**config.mk**
```make
export PLATFORM = sky130hd
export DESIGN_NAME = msp_ctrl
export DESIGN_NICKNAME = d
export VERILOG_FILES = /design/src/rtl/core/msp_pkg.sv /design/src/rtl/core/msp_ctrl.sv
export SDC_FILE = /design/constraint.sdc
export NUM_CORES = 1
export LEC_CHECK = 0
export BUFFER_PORTS_ARGS = -buffer_cell sky130_fd_sc_hd__buf_2
export CAP_MARGIN = 5
export CORE_AREA = 4 4 41 43
export CTS_BUF_LIST = sky130_fd_sc_hd__clkbuf_8
export DETAILED_ROUTE_END_ITERATION = 8
export DIE_AREA = 0 0 45 47
export PLACE_DENSITY_LB_ADDON = 0.3
export SLEW_MARGIN = 30
export SYNTH_ARGS = -nofsm -noshare
export SYNTH_HDL_FRONTEND = slang
export SYNTH_SLANG_ARGS = --single-unit
```
**constraint.sdc**
```tcl
create_clock -name clk_i -period 2 [get_ports clk_i]
set_input_delay 0.6 -clock clk_i [delete_from_list [all_inputs] [get_ports clk_i]]
set_output_delay 0.6 -clock clk_i [all_outputs]
set_load 0.005 [all_outputs]
```
**src/rtl/core/msp_pkg.sv**
```systemverilog
// Package: widths, codes and controller/datapath types for the segment planner.
package msp_pkg;

  // Field widths of the input and result words
  localparam int unsigned LEN_W   = 17;
  localparam int unsigned CAP_W   = 14;
  localparam int unsigned SHIFT_W = 4;
  localparam int unsigned AVAIL_W = 7;
  localparam int unsigned STAT_W  = 2;
  localparam int unsigned CNT_W   = 7;
  localparam int unsigned IDX_W   = 6;
  localparam int unsigned OFS_W   = 16;
  localparam int unsigned SIZE_W  = 14;

  // Shared divider operand width and planned count width
  localparam int unsigned DIV_W   = LEN_W;
  localparam int unsigned PLAN_W  = DIV_W + 1;

  // Defaults for the top-level parameters
  localparam int unsigned DEF_MAX_PACKETS       = 64;
  localparam int unsigned DEF_MAX_MESSAGE_BYTES = 65536;

  // Result status codes
  localparam logic [STAT_W-1:0] STAT_OK    = 2'd0;
  localparam logic [STAT_W-1:0] STAT_RETRY = 2'd1;
  localparam logic [STAT_W-1:0] STAT_ERROR = 2'd2;

  // Controller states
  typedef enum logic [3:0] {
    ST_IDLE,
    ST_CHECK,
    ST_DIV_CNT,
    ST_START_SIZE,
    ST_DIV_SIZE,
    ST_START_FULL,
    ST_DIV_FULL,
    ST_PLAN,
    ST_EMIT,
    ST_RETRY,
    ST_ERROR
  } msp_state_e;

  // Which division the shared divider runs
  typedef enum logic [1:0] {
    DIV_CNT,
    DIV_SIZE,
    DIV_FULL
  } msp_div_sel_e;

  // Kind of result word pushed to the output register
  typedef enum logic [1:0] {
    PUSH_OK,
    PUSH_RETRY,
    PUSH_ERR
  } msp_push_e;

  // Controller to datapath commands
  typedef struct packed {
    logic         load;
    logic         div_start;
    msp_div_sel_e div_sel;
    logic         cap_min;
    logic         cap_size;
    logic         cap_full;
    logic         push;
    msp_push_e    push_kind;
  } msp_cmd_t;

  // Datapath to controller status
  typedef struct packed {
    logic bad_req;
    logic div_done;
    logic size_zero;
    logic retry;
    logic out_free;
    logic last_pkt;
  } msp_sts_t;

endpackage

```
**src/rtl/core/msp_ctrl.sv**
```systemverilog
// Controller: sequences the three divisions, the plan checks and word emission.
module msp_ctrl
  import msp_pkg::*;
(
  input  logic     clk_i,
  input  logic     rst_ni,
  input  logic     in_valid_i,
  output logic     in_ready_o,
  input  msp_sts_t sts_i,
  output msp_cmd_t cmd_o
);

  msp_state_e state_q, state_d;

  // State register
  always_ff @(posedge clk_i or negedge rst_ni) begin
    if (!rst_ni) begin
      state_q <= ST_IDLE;
    end else begin
      state_q <= state_d;
    end
  end

  // Next state
  always_comb begin
    state_d = state_q;
    case (state_q)
      ST_IDLE: begin
        if (in_valid_i) state_d = ST_CHECK;
      end
      ST_CHECK: begin
        state_d = sts_i.bad_req ? ST_ERROR : ST_DIV_CNT;
      end
      ST_DIV_CNT: begin
        if (sts_i.div_done) state_d = ST_START_SIZE;
      end
      ST_START_SIZE: begin
        state_d = ST_DIV_SIZE;
      end
      ST_DIV_SIZE: begin
        if (sts_i.div_done) state_d = ST_START_FULL;
      end
      ST_START_FULL: begin
        state_d = sts_i.size_zero ? ST_ERROR : ST_DIV_FULL;
      end
      ST_DIV_FULL: begin
        if (sts_i.div_done) state_d = ST_PLAN;
      end
      ST_PLAN: begin
        state_d = sts_i.retry ? ST_RETRY : ST_EMIT;
      end
      ST_EMIT: begin
        if (sts_i.out_free && sts_i.last_pkt) state_d = ST_IDLE;
      end
      ST_RETRY, ST_ERROR: begin
        if (sts_i.out_free) state_d = ST_IDLE;
      end
      default: begin
        state_d = ST_IDLE;
      end
    endcase
  end

  // Commands
  always_comb begin
    in_ready_o      = 1'b0;
    cmd_o           = '0;
    cmd_o.div_sel   = DIV_CNT;
    cmd_o.push_kind = PUSH_OK;
    case (state_q)
      ST_IDLE: begin
        in_ready_o = 1'b1;
        cmd_o.load = in_valid_i;
      end
      ST_CHECK: begin
        cmd_o.div_start = !sts_i.bad_req;
        cmd_o.div_sel   = DIV_CNT;
      end
      ST_DIV_CNT: begin
        cmd_o.cap_min = sts_i.div_done;
      end
      ST_START_SIZE: begin
        cmd_o.div_start = 1'b1;
        cmd_o.div_sel   = DIV_SIZE;
      end
      ST_DIV_SIZE: begin
        cmd_o.cap_size = sts_i.div_done;
      end
      ST_START_FULL: begin
        cmd_o.div_start = !sts_i.size_zero;
        cmd_o.div_sel   = DIV_FULL;
      end
      ST_DIV_FULL: begin
        cmd_o.cap_full = sts_i.div_done;
      end
      ST_EMIT: begin
        cmd_o.push      = sts_i.out_free;
        cmd_o.push_kind = PUSH_OK;
      end
      ST_RETRY: begin
        cmd_o.push      = sts_i.out_free;
        cmd_o.push_kind = PUSH_RETRY;
      end
      ST_ERROR: begin
        cmd_o.push      = sts_i.out_free;
        cmd_o.push_kind = PUSH_ERR;
      end
      default: begin
        in_ready_o = 1'b0;
      end
    endcase
  end

endmodule

```
-- Word level (Yosys, flattened, before mapping)
Cells that the tools add are included.
- flip-flop bits (word level): 4
- input bits: 9
- word-level logic and storage cells: 40
- equal/unequal tests: 16
- muxes and demuxes: 17
- reductions and logical operators: 6
- operators by type and width (operator ; count):
    $pmux 4 s10 ; 1
    $mux 4 ; 8
    $pmux 3 s3 ; 2
    $eq 4x3->1 const B ; 4
    $eq 4x4->1 const B ; 3
    $ne 2x2->1 const B ; 6
    $eq 4x2->1 const B ; 2
    $mux 1 ; 6
    $reduce_and 6->1 ; 1
    $eq 4x1->1 const B ; 1
    $logic_not 4->1 ; 1
    $logic_not 1->1 ; 2
    $reduce_or 2->1 ; 1
    $logic_and 1x1->1 ; 1

-- Depth between registers and ports, before layout
- depth in word-level cells: 4
- mapped depth: 4

-- Least setup slack after synthesis
No wires, ideal clock.
- kind: in2out
- from: input sts_i[3] in the netlist's numbering
- to: output cmd_o[8] in the netlist's numbering
- arrival time: 1.258 ns
- path slack: 0.142 ns
- stages: 3
- buffers on the path: 0
- cell sequence: or2_1 a22o_1 nor3b_1
- RTL lines (item ; line ; text):
    start, declared ; msp_ctrl.sv:9 ; input msp_sts_t sts_i,
    end, declared ; msp_ctrl.sv:10 ; output msp_cmd_t cmd_o

==> impl_metrics.json <==
{
  "status": "completed",
  "fmax_ghz": 0.502,
  "die_w_um": 45,
  "path_max_fanout": 2,
  "cp-end-kind": "primary output",
  "grt_pass1_vias": 369,
  "die_h_um": 47,
  "fin_util": 0.416,
  "p_sw_frac": 0.400,
  "largest_register_ffs": 4,
  "worst_pin_slew_ps": 444,
  "crit_arrival_ps": 1390,
  "routed_wl_um": 942,
  "ys_warn_count": 0,
  "final_hold_viol_count": 0,
  "startpoint": "sts_i[3]",
  "period_needed_ps": 1990,
  "critPathLaunchType": "input pin",
  "ant_nets": 0,
  "antenna_found_initial": 0,
  "synthCells": 46,
  "leakage_nw": 0.255,
  "antennaDiodeCount": 0,
  "cpMaxStageDelayCell": "a22o_1",
  "worstReg2RegStart": "state_q[0]$_DFFE_PN0P_",
  "final_max_slew_viol_count": 0,
  "r2r_slack_ps": 560,
  "internal-power_uw": 473,
  "ys_async_sr_fraction": 1.00,
  "crit_chain": "buf_6 > or2_1 > a22o_1 > nor3b_2 > buf_2",
  "routedWlPerCell_um": 11.3,
  "hold_path.class": "in -> async",
  "finalHoldWorstSlack_ps": 187,
  "ys_dominant_reg_cell": "dfrtp_1",
  "worstRegToRegCells": 5,
  "worst-setup-path-type": "in -> out",
  "cap_violations": 0,
  "nNetsFinal": 79,
  "fin_skew_ps": 0.548,
  "io_pins": 20,
  "critPathBufInv": 2,
  "drc": 0,
  "synth_fp_nets": 55,
  "grt_use_total": 0.0957,
  "clkPwrFrac": 0.207,
  "synth_edf_count": 0,
  "insertion_delay_ps": 210,
  "via_per_inst": 5.00,
  "ys_types": 27,
  "rows": 13,
  "cpLargestDelayFamily": "simple AND/OR/NAND/NOR gates",
  "crit_path_max_incr_delay_ps": 230,
  "combPwrFrac": 0.550,
  "synthesis.area_um2": 349,
  "gr-total-overflow": 0,
  "syn_avg_cell_area_um2": 7.59,
  "drive_gt1_frac": 0.471,
  "place_congestion": 0.775,
  "peakVddDrop_v": 0.000650,
  "drtIter0Drc": 8,
  "switchingPower_uw": 315,
  "syn2layout_area_growth_pct": 55.2,
  "setup_violations": 0,
  "vias": 415,
  "htree_levels": 1,
  "period_share": 0.997,
  "grt_max_degree": 13,
  "seq_area_frac_synth": 0.287,
  "top_regs": "state_q x4",
  "ys_ff_latch": 4,
  "maxSlewHeadroom": 0.696,
  "dieArea_um2": 2120,
  "clk_pin_slew_ps": 30,
  "fill_cells": 144,
  "seq_power_share": 0.243,
  "core_um2": 1300,
  "initial_core_util": 0.268,
  "cts.sinks": 4,
  "cp_data_required_time_ps": 1400,
  "cts_tree": "built",
  "io_buffers": 19,
  "power_density_nw_per_um2": 1450,
  "drt-pass1-iter-count": 4,
  "place_hpwl_um": 742,
  "cts_buffers": 3,
  "clockRootBuffer": "clkbuf_8",
  "regMostFlops": "state_q",
  "clk_path_buf_depth": 2,
  "grt_setup_unrepaired": "true",
  "r2r_end": "state_q[0]$_DFFE_PN0P_",
  "grt_pass1_wl_um": 1500
}
==> cell usage after synthesis (all sizes together) (2+ instances only) <==
cell type	number	area, um2
nor3	3	15.0
dfrtp	4	100
nand2b	3	18.8
nor3b	2	15.0
nand2	4	15.0
o21ai	3	15.0
buf	4	20.0
nor2	4	15.0
a21oi	2	10.0
==> power by group through the flow <==
stage / sequential, mW / clock [mW] / combinational, mW
after floorplan: 0.147 / 0 / 0.302
after global placement: 0.184 / 0 / 0.404
after detailed placement: 0.184 / 0 / 0.401
after CTS: 0.183 / 0.167 / 0.425
after global routing: 0.202 / 0.176 / 0.491
final: 0.191 / 0.163 / 0.433
==> cell type report <==
| class | instances | area (um2) | share of cell area |
|---|---|---|---|
| sequential | 4 | 104 | 0.192 |
| multi-input combinational | 37 | 243 | 0.448 |
| inverter | 1 | 3.75 | 0.00693 |
| timing repair buffer | 23 | 131 | 0.242 |
| clock buffer | 3 | 41.3 | 0.0762 |
| tap | 15 | 18.8 | 0.0346 |
==> what timing repair did <==
action,CTS,global route
buffers inserted,1,0
cloned,0,0
hold buffers,0,0
pin swaps,2,1
resized for setup,2,5
endpoints found under the setup margin,1,5
endpoints found under the hold margin,0,0
==> how the worst max path moves through the flow <==
stage               endpoint  slack, ps  depth (start not counted)
global route        cmd_o[8]        -60                          5
CTS                 cmd_o[8]        -30                          5
floorplan           cmd_o[8]        140                          3
global placement    cmd_o[8]        -40                          5
finish              cmd_o[8]          7                          5
detailed placement  cmd_o[8]        -50                          5
==> kinds of logic (layout without fill, tap and decap cells) <==
family,count (synthesis),count (layout),synth area share
AND/OR/NAND/NOR,24,24,0.387
AO/OA/AOI/OAI,13,13,0.258
buffers and inverters,5,27,0.0681
flip-flops,4,4,0.287
==> per-stage QoR <==
stage	total power [mW]	std cells	TNS [ps]	instance area (um2)	worst slack [ps]
floorplan	0.449	46	0	349	142
detailed placement	0.585	79	-49.4	465	-49.4
global route	0.869	83	-64.3	542	-64.3
finish	0.787	83	0	542	6.55
global placement	0.587	79	-36.1	465	-36.1
CTS	0.775	83	-26.8	526	-26.8
==> routing by layer <==
metal,wire length (um),share of wire,vias to the layer above,GRT usage
li1,-,-,219,-
met1,428,0.45,184,0.126
met2,442,0.47,12,0.147
met3,70,0.074,0,0.0536
met4,0,0,0,0
met5,0,0,-,0
==> layout by cell type, fill, tap and decap left out, drive strengths merged, types with 2 or more instances in the layout <==
cell type | Yosys | final
clkbuf | 0 | 3
a21oi | 2 | 2
nor3 | 3 | 3
nand2b | 3 | 3
dfrtp | 4 | 4
nor3b | 2 | 2
buf | 4 | 23
nor2 | 4 | 4
nand2 | 4 | 4
o21ai | 3 | 3
Note: power is estimated with default switching activity, not from simulation.
