$ cat src/rtl/core/msp_pkg.sv
// Package: widths, codes and controller/datapath types for the segment planner.
package msp_pkg;

  // Field widths of the input and result words
  localparam int unsigned LEN_W   = 17;
  localparam int unsigned CAP_W   = 14;
  localparam int unsigned SHIFT_W = 4;
  localparam int unsigned AVAIL_W = 7;
  localparam int unsigned STAT_W  = 2;
  localparam int unsigned CNT_W   = 7;
  localparam int unsigned IDX_W   = 6;
  localparam int unsigned OFS_W   = 16;
  localparam int unsigned SIZE_W  = 14;

  // Shared divider operand width and planned count width
  localparam int unsigned DIV_W   = LEN_W;
  localparam int unsigned PLAN_W  = DIV_W + 1;

  // Defaults for the top-level parameters
  localparam int unsigned DEF_MAX_PACKETS       = 64;
  localparam int unsigned DEF_MAX_MESSAGE_BYTES = 65536;

  // Result status codes
  localparam logic [STAT_W-1:0] STAT_OK    = 2'd0;
  localparam logic [STAT_W-1:0] STAT_RETRY = 2'd1;
  localparam logic [STAT_W-1:0] STAT_ERROR = 2'd2;

  // Controller states
  typedef enum logic [3:0] {
    ST_IDLE,
    ST_CHECK,
    ST_DIV_CNT,
    ST_START_SIZE,
    ST_DIV_SIZE,
    ST_START_FULL,
    ST_DIV_FULL,
    ST_PLAN,
    ST_EMIT,
    ST_RETRY,
    ST_ERROR
  } msp_state_e;

  // Which division the shared divider runs
  typedef enum logic [1:0] {
    DIV_CNT,
    DIV_SIZE,
    DIV_FULL
  } msp_div_sel_e;

  // Kind of result word pushed to the output register
  typedef enum logic [1:0] {
    PUSH_OK,
    PUSH_RETRY,
    PUSH_ERR
  } msp_push_e;

  // Controller to datapath commands
  typedef struct packed {
    logic         load;
    logic         div_start;
    msp_div_sel_e div_sel;
    logic         cap_min;
    logic         cap_size;
    logic         cap_full;
    logic         push;
    msp_push_e    push_kind;
  } msp_cmd_t;

  // Datapath to controller status
  typedef struct packed {
    logic bad_req;
    logic div_done;
    logic size_zero;
    logic retry;
    logic out_free;
    logic last_pkt;
  } msp_sts_t;

endpackage

$ cat src/rtl/core/msp_div.sv
// Shared restoring divider: one quotient bit per cycle.
module msp_div
  import msp_pkg::*;
(
  input  logic             clk_i,
  input  logic             rst_ni,
  input  logic             start_i,
  input  logic [DIV_W-1:0] dividend_i,
  input  logic [DIV_W-1:0] divisor_i,
  output logic             done_o,
  output logic [DIV_W-1:0] quotient_o,
  output logic [DIV_W-1:0] remainder_o
);

  localparam int unsigned STEP_W = $clog2(DIV_W + 1);

  logic [DIV_W-1:0]  quo_q, quo_d;
  logic [DIV_W-1:0]  rem_q, rem_d;
  logic [DIV_W-1:0]  dvs_q;
  logic [STEP_W-1:0] step_q;
  logic              busy_q;
  logic              done_q;

  logic [DIV_W:0]    trial;
  logic [DIV_W:0]    diff;
  logic              ge;

  // One restoring step
  always_comb begin
    trial = {rem_q, quo_q[DIV_W-1]};
    diff  = trial - {1'b0, dvs_q};
    ge    = (trial >= {1'b0, dvs_q});
    rem_d = ge ? diff[DIV_W-1:0] : trial[DIV_W-1:0];
    quo_d = {quo_q[DIV_W-2:0], ge};
  end

  // Step control
  always_ff @(posedge clk_i or negedge rst_ni) begin
    if (!rst_ni) begin
      busy_q <= 1'b0;
      done_q <= 1'b0;
      step_q <= '0;
    end else if (start_i) begin
      busy_q <= 1'b1;
      done_q <= 1'b0;
      step_q <= STEP_W'(DIV_W);
    end else if (busy_q) begin
      step_q <= step_q - STEP_W'(1);
      if (step_q == STEP_W'(1)) begin
        busy_q <= 1'b0;
        done_q <= 1'b1;
      end
    end
  end

  // Operand and partial result registers
  always_ff @(posedge clk_i) begin
    if (start_i) begin
      quo_q <= dividend_i;
      rem_q <= '0;
      dvs_q <= divisor_i;
    end else if (busy_q) begin
      quo_q <= quo_d;
      rem_q <= rem_d;
    end
  end

  assign done_o      = done_q;
  assign quotient_o  = quo_q;
  assign remainder_o = rem_q;

endmodule

$ cat src/rtl/core/msp_dp.sv
// Datapath: request registers, plan registers, shared divider and output word register.
module msp_dp
  import msp_pkg::*;
#(
  parameter int unsigned MAX_PACKETS       = DEF_MAX_PACKETS,
  parameter int unsigned MAX_MESSAGE_BYTES = DEF_MAX_MESSAGE_BYTES
) (
  input  logic               clk_i,
  input  logic               rst_ni,
  input  msp_cmd_t           cmd_i,
  output msp_sts_t           sts_o,
  input  logic [LEN_W-1:0]   message_length_i,
  input  logic [CAP_W-1:0]   max_payload_i,
  input  logic [SHIFT_W-1:0] align_shift_i,
  input  logic [AVAIL_W-1:0] free_packets_i,
  input  logic               out_ready_i,
  output logic               out_valid_o,
  output logic [STAT_W-1:0]  status_o,
  output logic [CNT_W-1:0]   packet_count_o,
  output logic [IDX_W-1:0]   packet_index_o,
  output logic [OFS_W-1:0]   data_offset_o,
  output logic [SIZE_W-1:0]  segment_size_o,
  output logic               last_o
);

  localparam int unsigned MSG_W = $clog2(MAX_MESSAGE_BYTES + 1);
  localparam int unsigned CMP_W = (MSG_W > LEN_W) ? MSG_W : LEN_W;

  // Request registers
  logic [LEN_W-1:0]   len_q;
  logic [CAP_W-1:0]   cap_q;
  logic [SHIFT_W-1:0] shift_q;
  logic [AVAIL_W-1:0] avail_q;

  // Plan registers
  logic [DIV_W-1:0]   mcnt_q;
  logic [SIZE_W-1:0]  size_q;
  logic [SIZE_W-1:0]  rem_q;
  logic               ex_q;
  logic [PLAN_W-1:0]  count_q;
  logic [IDX_W-1:0]   idx_q;
  logic [OFS_W-1:0]   ofs_q;

  // Output word register
  logic               out_valid_q;
  logic [STAT_W-1:0]  stat_q;
  logic [CNT_W-1:0]   ocnt_q;
  logic [IDX_W-1:0]   oidx_q;
  logic [OFS_W-1:0]   oofs_q;
  logic [SIZE_W-1:0]  osize_q;
  logic               olast_q;

  // Divider hookup
  logic [DIV_W-1:0]   dividend;
  logic [DIV_W-1:0]   divisor;
  logic               div_done;
  logic [DIV_W-1:0]   quo;
  logic [DIV_W-1:0]   rem;

  logic [SIZE_W-1:0]  size_raw;
  logic [SIZE_W-1:0]  align_mask;
  logic               extra;
  logic [AVAIL_W-1:0] limit;
  logic               last_pkt;
  logic [SIZE_W-1:0]  this_size;
  logic [CNT_W-1:0]   sat_count;

  msp_div u_div (
    .clk_i       (clk_i),
    .rst_ni      (rst_ni),
    .start_i     (cmd_i.div_start),
    .dividend_i  (dividend),
    .divisor_i   (divisor),
    .done_o      (div_done),
    .quotient_o  (quo),
    .remainder_o (rem)
  );

  // Divider operand select
  always_comb begin
    case (cmd_i.div_sel)
      DIV_CNT: begin
        dividend = len_q - LEN_W'(1);
        divisor  = DIV_W'(cap_q);
      end
      DIV_SIZE: begin
        dividend = len_q - LEN_W'(1);
        divisor  = mcnt_q;
      end
      DIV_FULL: begin
        dividend = len_q;
        divisor  = DIV_W'(size_q);
      end
      default: begin
        dividend = len_q;
        divisor  = DIV_W'(cap_q);
      end
    endcase
  end

  // Ceiling division result rounded down to the alignment; extra packet check for the remainder
  always_comb begin
    size_raw   = SIZE_W'(quo + DIV_W'(1));
    align_mask = ~((SIZE_W'(1) << shift_q) - SIZE_W'(1));
    extra      = ({1'b0, size_q} + {1'b0, rem[SIZE_W-1:0]}) > {1'b0, cap_q};
  end

  // Emission helpers
  always_comb begin
    limit     = (avail_q < AVAIL_W'(MAX_PACKETS)) ? avail_q : AVAIL_W'(MAX_PACKETS);
    last_pkt  = ({1'b0, idx_q} + CNT_W'(1)) == count_q[CNT_W-1:0];
    if (!last_pkt) begin
      this_size = size_q;
    end else if (ex_q) begin
      this_size = rem_q;
    end else begin
      this_size = size_q + rem_q;
    end
    sat_count = (count_q > PLAN_W'({CNT_W{1'b1}})) ? {CNT_W{1'b1}} : count_q[CNT_W-1:0];
  end

  // Status to the controller
  always_comb begin
    sts_o.bad_req   = (len_q == '0) || (cap_q == '0) ||
                      (CMP_W'(len_q) > CMP_W'(MAX_MESSAGE_BYTES));
    sts_o.div_done  = div_done;
    sts_o.size_zero = (size_q == '0);
    sts_o.retry     = count_q > PLAN_W'(limit);
    sts_o.out_free  = !out_valid_q || out_ready_i;
    sts_o.last_pkt  = last_pkt;
  end

  // Request and plan registers
  always_ff @(posedge clk_i) begin
    if (cmd_i.load) begin
      len_q   <= message_length_i;
      cap_q   <= max_payload_i;
      shift_q <= align_shift_i;
      avail_q <= free_packets_i;
    end
    if (cmd_i.cap_min) begin
      mcnt_q <= quo + DIV_W'(1);
    end
    if (cmd_i.cap_size) begin
      size_q <= size_raw & align_mask;
    end
    if (cmd_i.cap_full) begin
      rem_q   <= rem[SIZE_W-1:0];
      ex_q    <= extra;
      count_q <= {1'b0, quo} + PLAN_W'(extra);
      idx_q   <= '0;
      ofs_q   <= '0;
    end else if (cmd_i.push && (cmd_i.push_kind == PUSH_OK)) begin
      idx_q <= idx_q + IDX_W'(1);
      ofs_q <= ofs_q + OFS_W'(this_size);
    end
  end

  // Output word valid
  always_ff @(posedge clk_i or negedge rst_ni) begin
    if (!rst_ni) begin
      out_valid_q <= 1'b0;
    end else if (cmd_i.push) begin
      out_valid_q <= 1'b1;
    end else if (out_ready_i) begin
      out_valid_q <= 1'b0;
    end
  end

  // Output word payload
  always_ff @(posedge clk_i) begin
    if (cmd_i.push) begin
      case (cmd_i.push_kind)
        PUSH_OK: begin
          stat_q  <= STAT_OK;
          ocnt_q  <= count_q[CNT_W-1:0];
          oidx_q  <= idx_q;
          oofs_q  <= ofs_q;
          osize_q <= this_size;
          olast_q <= last_pkt;
        end
        PUSH_RETRY: begin
          stat_q  <= STAT_RETRY;
          ocnt_q  <= sat_count;
          oidx_q  <= '0;
          oofs_q  <= '0;
          osize_q <= '0;
          olast_q <= 1'b1;
        end
        default: begin
          stat_q  <= STAT_ERROR;
          ocnt_q  <= '0;
          oidx_q  <= '0;
          oofs_q  <= '0;
          osize_q <= '0;
          olast_q <= 1'b1;
        end
      endcase
    end
  end

  assign out_valid_o    = out_valid_q;
  assign status_o       = stat_q;
  assign packet_count_o = ocnt_q;
  assign packet_index_o = oidx_q;
  assign data_offset_o  = oofs_q;
  assign segment_size_o = osize_q;
  assign last_o         = olast_q;

endmodule

$ cat config.mk
export PLATFORM = sky130hd
export DESIGN_NAME = msp_dp
export DESIGN_NICKNAME = d
export VERILOG_FILES = /design/src/rtl/core/msp_pkg.sv /design/src/rtl/core/msp_div.sv /design/src/rtl/core/msp_dp.sv
export SDC_FILE = /design/constraint.sdc
export NUM_CORES = 1
export LEC_CHECK = 0
export BUFFER_PORTS_ARGS = -buffer_cell sky130_fd_sc_hd__buf_2
export CAP_MARGIN = 10
export CORE_ASPECT_RATIO = 0.7
export CORE_MARGIN = 10
export CORE_UTILIZATION = 65
export DETAILED_ROUTE_END_ITERATION = 7
export PLACE_DENSITY = 0.86
export SETUP_SLACK_MARGIN = 0.5
export SYNTH_ARGS = -nofsm -noshare
export SYNTH_HDL_FRONTEND = slang
export SYNTH_SLANG_ARGS = --single-unit
export TNS_END_PERCENT = 30
$ cat constraint.sdc
create_clock -name clk_i -period 12.35 [get_ports clk_i]
set_input_delay 2.47 -clock clk_i [delete_from_list [all_inputs] [get_ports clk_i]]
set_output_delay 2.47 -clock clk_i [all_outputs]
set_load 0.05 [all_outputs]
# Word-level counts from Yosys, hierarchy flattened
# Cells that the tools add are included.
# totals
ff_bits	233
latch_bits	0
ram_bits	0
rom_bits	0
input_bits	55
output_inout_bits	53
wordCells	85
mem_count	0
# classes
add_sub_neg	11
mul	0
n_div	0
order_cmp	6
eq_ne	5
shifts	1
mux	21
bitwise_logic	2
n_reduce_logical	15
# op_table
operator	count
$mux 17	4
$pmux 17 s2	1
$logic_not 14->1	2
$mux 14	2
$add 17x1->18	1
$ge 18x17->1	1
$gt 18x7->1	1
$gt 18x7->1 const B	1
$add 17x1->17 const B	1
$gt 17x17->1 const B	1
$logic_not 17->1	1
$sub 17x1->17 const B	1
$sub 17x17->17	1
$add 16x14->16	1
$add 14x14->15	1
$gt 15x14->1	1
$add 14x14->14	1
$and 14x14->14	1
$mux 7	2
$not 14->14	1
$pmux 7 s2	1
$shl 1x4->14 const A	1
$sub 14x2->14 const B	1
$mux 5	2
17 further kinds	30

# Logic depth before layout (Yosys ltp)
# Gate-level depths: netlist of run 1.
# logic_depth
ltp_word	4
ltp_mapped	24
mapped_depth_nobuf	24

# Modules after synthesis
# From an unflattened synthesis of run 1, not the netlist that was laid out.
# hier_totals
cells_unflattened	1270
area_unflattened_um2	13466.7
# modules_own_cells
mod	n_inst	cells_per_inst	area_per_inst_um2	seq_area_each_um2
msp_dp	1	944	10103.4	5029.8
msp_div	1	326	3363.2	1536.5

# Worst setup path after synthesis of run 1
# OpenSTA, ideal clock, no wires.
# synth_timing
path_type	input -> output
startpoint	input port out_ready_i
endpoint	output port sts_o[1] in the netlist's numbering
arrival_time_ns	2.891
required_ns	9.880
path_slack_ns	6.989
path_stages	1
n_path_buf	0
cell_sequence	nand2b_1
# synth_via
elab_chain_cells	1
# synth_lines
element	line_no	rtl
start, declared	msp_dp.sv:16	input logic out_ready_i,
$logic_or 1x1->1	msp_dp.sv:129	sts_o.out_free = !out_valid_q || out_ready_i;
end, declared	msp_dp.sv:11	output msp_sts_t sts_o,
# No other way between the ends.

==> results of run 1 <==
[where the power goes]
group          switching (mW)  internal (mW)  total, mW
logic                   0.453          0.337      0.790
clock network           0.302          0.426      0.728
registers               0.139          0.984       1.12
[placed cells by master (no fill, tap or decap), types with 20 or more instances in the layout]
| cell | synthesis | routed |
|---|---|---|
| dfxtp_1 | 39 | 39 |
| nand3_1 | 27 | 27 |
| edfxtp_1 | 186 | 186 |
| ha_1 | 90 | 90 |
| buf_2 | 7 | 107 |
| nand2_1 | 78 | 78 |
| and2_1 | 41 | 41 |
| nor3_1 | 20 | 20 |
| nor2_1 | 118 | 118 |
| xnor2_1 | 76 | 76 |
| inv_1 | 70 | 70 |
| a21oi_1 | 111 | 111 |
| clkbuf_16 | 0 | 25 |
| xor2_1 | 24 | 24 |
| o21ai_0 | 56 | 56 |
| a211oi_1 | 22 | 22 |
[area by class of cell]
cell class | instances | area, sq um
diodes | 1 | 2.502
fillers | 1361 | 5190
repair buffers | 112 | 573.1
clock buffers | 34 | 679.4
clock inverters | 10 | 111.4
flip-flops and latches | 233 | 6566
well taps | 270 | 337.8
multi-input cells | 903 | 6076
inverters | 70 | 262.8
[flip-flops by register name, summed over array words and instances, names as in the netlist, 5 cells and up]
register           flops
mcnt_q                17
count_q               18
ofs_q                 16
data_offset_o         16
packet_count_o         7
rem_q                 14
len_q                 17
u_div.step_q           5
u_div.remainder_o     17
idx_q                  6
avail_q                7
packet_index_o         6
u_div.dvs_q           17
cap_q                 14
size_q                14
segment_size_o        14
u_div.quotient_o      17
[per-layer routing]
| layer | GRT usage | vias to the layer above | share of wire |
|---|---|---|---|
| li1 | - | 4761 | - |
| met1 | 0.3140 | 4790 | 0.44 |
| met2 | 0.3587 | 394 | 0.46 |
| met3 | 0.03518 | 56 | 0.077 |
| met4 | 0.05539 | 0 | 0.024 |
| met5 | 0 | - | 0 |
[cells by family (layout without fill, tap and decap cells)]
kind of cell	count (synthesis)	after routing	synth area share
xor gates and xnor gates	100	100	0.06685
other	0	1	0
DFF	233	233	0.5012
AOI/OAI and AO/OA	291	291	0.1372
buffers and inverters	118	226	0.03505
and+or+nand+nor	405	405	0.1575
muxes	13	13	0.01012
adders and majority gates	94	94	0.09206
[path summary, 6_finish.rpt]
check | startpoint | endpoint | slack, ps | depth (start not counted)
setup / recovery | out_ready_i | sts_o[1] | 6960 | 3
hold / removal | ofs_q[9] | ofs_q[9] | 480 | 2
min in group asynchronous | rst_ni | u_div.step_q[4] | 1770 | 1
setup reg to reg | idx_q[0] | ofs_q[14] | 7360 | 18
max in group asynchronous | rst_ni | u_div.busy_q | 10420 | 1
hold reg to reg | ofs_q[9] | ofs_q[9] | 480 | 2
[metrics by stage]
stage	setup slack, ps	utilization	hold slack (ps)
CTS	6956	0.7377	472.1
floorplan	6989	-	444.6
global route	6871	0.7377	500.8
finish	6959	0.7379	475.2
detailed placement	6957	0.6978	463.1
global placement	6962	0.6978	462.4
[critical path, delay by kind of cell]
family / cells / cell delay [ps]
buffers and inverters: 2 / 310
and+or+nand+nor: 1 / 140
==> impl_metrics.toml, run 1 <==
[timing]
setup_violations = 0
clock_skew_ps = 16.28
tightest_slew_ps = 1084
finalMaxSlewViolations = 0
clock.fmax_mhz = 185.5
finalHoldViolCount = 0
fin_crit_sh = 0.4365
period_needed_ps = 5391
fin_setup_tns_ps = 0
grt_setup_unrepaired = "no"
worst_slew_margin_rel = 0.2771

[worst_setup_path]
cpMostUsedCell = "buf_2"
path_class = "primary input to primary output"
cp_max_fo = 2
max_stage_delay_ps = 220
crit_path_cell_trace = "buf_2 -> nand2b_1 -> buf_2"
cp_slowest_cell = "buf_2"
cp-end-kind = "primary output"
startpoint_type = "primary input"
crit_required_ps = 9880
cp.arrival_ps = 2920

[pwr]
irDropWorstVdd_v = 0.0001244
pwr_density_cell_nw_per_um2 = 180.8
p_leak_nw = 5.889
total_power_mw = 2.641

[floorplan]
fp.dieW_microns = 189.7
pin_count = 108
rows = 43
dieArea_sq_um = 26330
core_sq_um = 19800
die_h_microns = 138.8
start_util = 0.6617

[yosys]
async_flop_share = 0.03433
yosys.cell_types.count = 73
yosysWarningCount = 0
synth.top_cells.by_count = "186 x edfxtp_1, 118 x nor2_1, 111 x a21oi_1, 90 x ha_1, 78 x nand2_1"
ys_top_cells_by_area = "edfxtp_1 43%, ha_1 8.6%, dfxtp_1 6.0%, xnor2_1 5.1%, a21oi_1 4.2%"
syn_area_sq_um = 13100
syn_avg_cell_area_sq_um = 10.45
synthCells = 1254
yosysMostFrequentCell = "edfxtp_1"
synth_flop_cell = "edfxtp_1"
synth_edf_count = 186
synth-seq-area-share = 0.5012
synth-seq-cells = 233
post-synth-top-area-fraction = 0.4263
synth_nets = 1403
yosys.area.top_type = "edfxtp_1"

[placement]
io_buffers = 107
gp_congestion = 0.9598
dp_hpwl_mm = 22.46
placed_area_sq_um = 13820
dpl.cell_count = 1588

[global_route]
grt_max_degree = 75
antenna_found_initial = 0
grt.overflow.total = 0
grt_pass1_wl_mm = 48.99
gr-usage-all-layers = 0.2248
grt_pass1_vias = 9463

[route]
ant_nets = 0
avgRoutedWirePerCell_microns = 18.67
detail_route.first_pass.iterations = 5
drc = 0
vias = 10001
viasPerCell = 6.124
wl_mm = 30.48
dr.first_iter.drc_count = 993

[clock_network]
cts_root_buf = "clkbuf_16"
h-tree-depth = 1
clkTransAtPathRegs_ps = 60
clk_path_buf_depth = 3
cts_tree = "done"
clkLatencyLatePin_ps = 530
cts_setup_buffers = 0
clkSinkCount = 233
cts-buffers-inserted = 24
holdBufCountCts = 0
cts_resized = 0

[final_layout]
stdcell_area_sq_um = 14610
nets = 1493
area_growth_pct = 11.51
layoutNonFillerInstCount = 1633
final_layout_size_suffix_gt1_frac = 0.1219

[hold_path]
hold_class = "register to register"

[run]
cap_viol_max_count = 0

[run_status]
status = "finished clean"
(Power assumes the default switching activity.)
==> inputs of run 2 (changes only) <==
Settings changed: CORE_UTILIZATION 65 to 55, PLACE_DENSITY 0.86 to 0.77.
Clock period 12.35 ns to 4.6 ns, I/O delays scaled along.
==> run 2 against run 1 <==
Against the previous run: combinational power increased to 3.1 times the previous value; clock skew decreased by 2.7 ps; total power increased to 2.8 times the previous value; sequential power increased to 2.6 times the previous value; count of clock-buffer cells in the layout decreased by 1; critical path type is now register to register; highest routed layer unchanged.
==> impl_metrics.toml, run 2 (same netlist as run 1, synthesis figures left out) <==
[pwr]
switching_share = 0.3427
pwr_density_cell_nw_per_um2 = 492.4
p_int_mw = 4.937
seq_power_share = 0.394
pwr-share-comb = 0.323
power_switching_mw = 2.574
clock_power_share = 0.283
irDropWorstVdd_v = 0.0003368
p_leak_nw = 6.101
total_power_mw = 7.511

[clock_network]
cts-buffers-inserted = 25
clkLatencyLatePin_ps = 540
clk_path_buf_depth = 3
h-tree-depth = 1
clkSinkCount = 233
cts_tree = "done"
clkTransAtPathRegs_ps = 70
cts_root_buf = "clkbuf_16"

[timing]
period_needed_ps = 4227
finalMaxSlewViolations = 0
clock_skew_ps = 13.58
fin_setup_tns_ps = 0
grt_setup_unrepaired = "yes"
finalHoldViolCount = 0
hold_ws_ps = 206.1
fin_crit_sh = 0.9189
tightest_slew_ps = 1009
worst_slew_margin_rel = 0.3276
clock.fmax_mhz = 236.6
setup_violations = 0

[final_layout]
nFillCells = 1866
nets = 1528
final_cell_mix = "186 x edfxtp_1, 115 x nor2_1, 107 x buf_2, 106 x a21oi_1, 84 x ha_1"
largest_register_ffs = 18
largest-register = "count_q"
final_layout_size_suffix_gt1_frac = 0.1781
seqCellArea_sq_um = 6569
multi_input_area_sq_um = 6322
stdcell_area_sq_um = 15250
area_growth_pct = 16.43
final_common_cell = "edfxtp_1"

[route]
dr.first_iter.drc_count = 966
viasPerCell = 5.834
ant_nets = 0
avgRoutedWirePerCell_microns = 19.29
drc = 0
detail_route.first_pass.iterations = 6
wl_mm = 33.11
vias = 10017

[placement]
placed_area_sq_um = 14050
io_buffers = 107
dp_hpwl_mm = 23.94
gp_congestion = 0.9146

[worst_setup_path]
crit_buf_inv = 1
crit_path_cell_trace = "ha_1 -> a21o_1 -> a21oi_2 -> a21oi_1 -> a21oi_2 -> a2111oi_2 -> o21a_1 -> nor2_1 -> xnor2_1 -> ha_1 -> nand3_2 -> or4_4 -> o31ai_4 -> nand3_2 -> ha_4 -> ha_4 -> nand2_4 -> nor2_4 -> buf_4 -> xor2_1"
ff2ff_path_depth = 20
crit_family = "compound AO/OA/AOI/OAI gates"
cp.arrival_ps = 4520
path_class = "register to register"
cp_max_fo = 4
cp_slowest_cell = "edfxtp_1"
startpoint_type = "register"
cp.depth = 20
crit_required_ps = 4890
cp-end-kind = "register"
max_stage_delay_ps = 450

[global_route]
grt_pass1_vias = 9509
gr-usage-all-layers = 0.2099
antenna_found_initial = 0
grt_pass1_wl_mm = 51.34
grt_max_degree = 74
grt.overflow.total = 0

[floorplan]
fp.dieW_microns = 204.5
start_util = 0.5570
dieArea_sq_um = 30490
core_sq_um = 23520
rows = 47
pin_count = 108
die_h_microns = 149.1

[run]
cap_viol_max_count = 0

[hold_path]
hold_class = "primary input to asynchronous set/reset pin"

[run_status]
status = "finished clean"
[run 2: changes by cell type in the layout (fill, tap and decap cells not counted), sizes merged]
cell and change:
buf +34, clkbuf -1, inv +1, bufinv +1, clkinvlp +2, clkinv -1
[run 2: final cells by class]
cell class / instances / area share
Sequential cell: 233 / 0.4306
Antenna cell: 1 / 0.0001641
Clock buffer: 33 / 0.04635
Multi-Input combinational cell: 903 / 0.4145
Inverter: 70 / 0.01723
Timing Repair Buffer: 146 / 0.05430
Clock inverter: 13 / 0.01075
Tap cell: 318 / 0.02608
[run 2: power by group through the flow]
stage | logic [mW] | registers, mW | clock network (mW)
floorplan | 1.61 | 2.94 | 0
global route | 2.67 | 2.99 | 2.24
detailed placement | 2.21 | 2.99 | 0
global placement | 2.15 | 2.98 | 0
CTS | 2.32 | 2.95 | 2.15
finish | 2.42 | 2.96 | 2.12
[run 2: worst reg2reg max path, delay by kind of cell, from the launching register on]
kind            cells  cell delay (ps)
compound gates      7             1250
fa+ha+maj           4             1000
simple gates        6              890
flops               1              450
xor+xnor            2              250
buf+inv             1              130
[run 2: final timing paths]
check | end | slack [ps] | start
setup / recovery | count_q[10] | 370 | size_q[1]
hold / removal | u_div.done_o | 210 | rst_ni
setup reg to reg | count_q[10] | 370 | size_q[1]
hold reg to reg | ofs_q[3] | 480 | ofs_q[3]
max in group asynchronous | out_valid_o | 4230 | rst_ni
min in group clk_i | ofs_q[3] | 480 | ofs_q[3]
[run 2: timing repair]
| item | CTS | global route |
|---|---|---|
| hold buffers | 0 | 0 |
| pin swaps | 6 | 19 |
| endpoints found under the setup margin | 22 | 25 |
| setup buffers | 6 | 7 |
| resized for setup | 29 | 30 |
| gates cloned | 0 | 0 |
[run 2: metrics by stage]
step / setup WS [ps] / utilization / instances
floorplan: 485.5 / - / 1254
global placement: 237.2 / 0.5972 / 1657
detailed placement: 110.5 / 0.5972 / 1657
CTS: 355.9 / 0.6412 / 1709
global route: 203.1 / 0.6484 / 1716
finish: 372.9 / 0.6485 / 1717
[run 2: routing by layer]
metal  GRT usage  vias to the layer above  routed length [microns]
met5           0                        -                        0
met4     0.04762                        0                      684
met3     0.03819                       54                     2436
met2      0.3230                      365                    15000
met1      0.3019                     4786                    15000
li1            -                     4812                        -
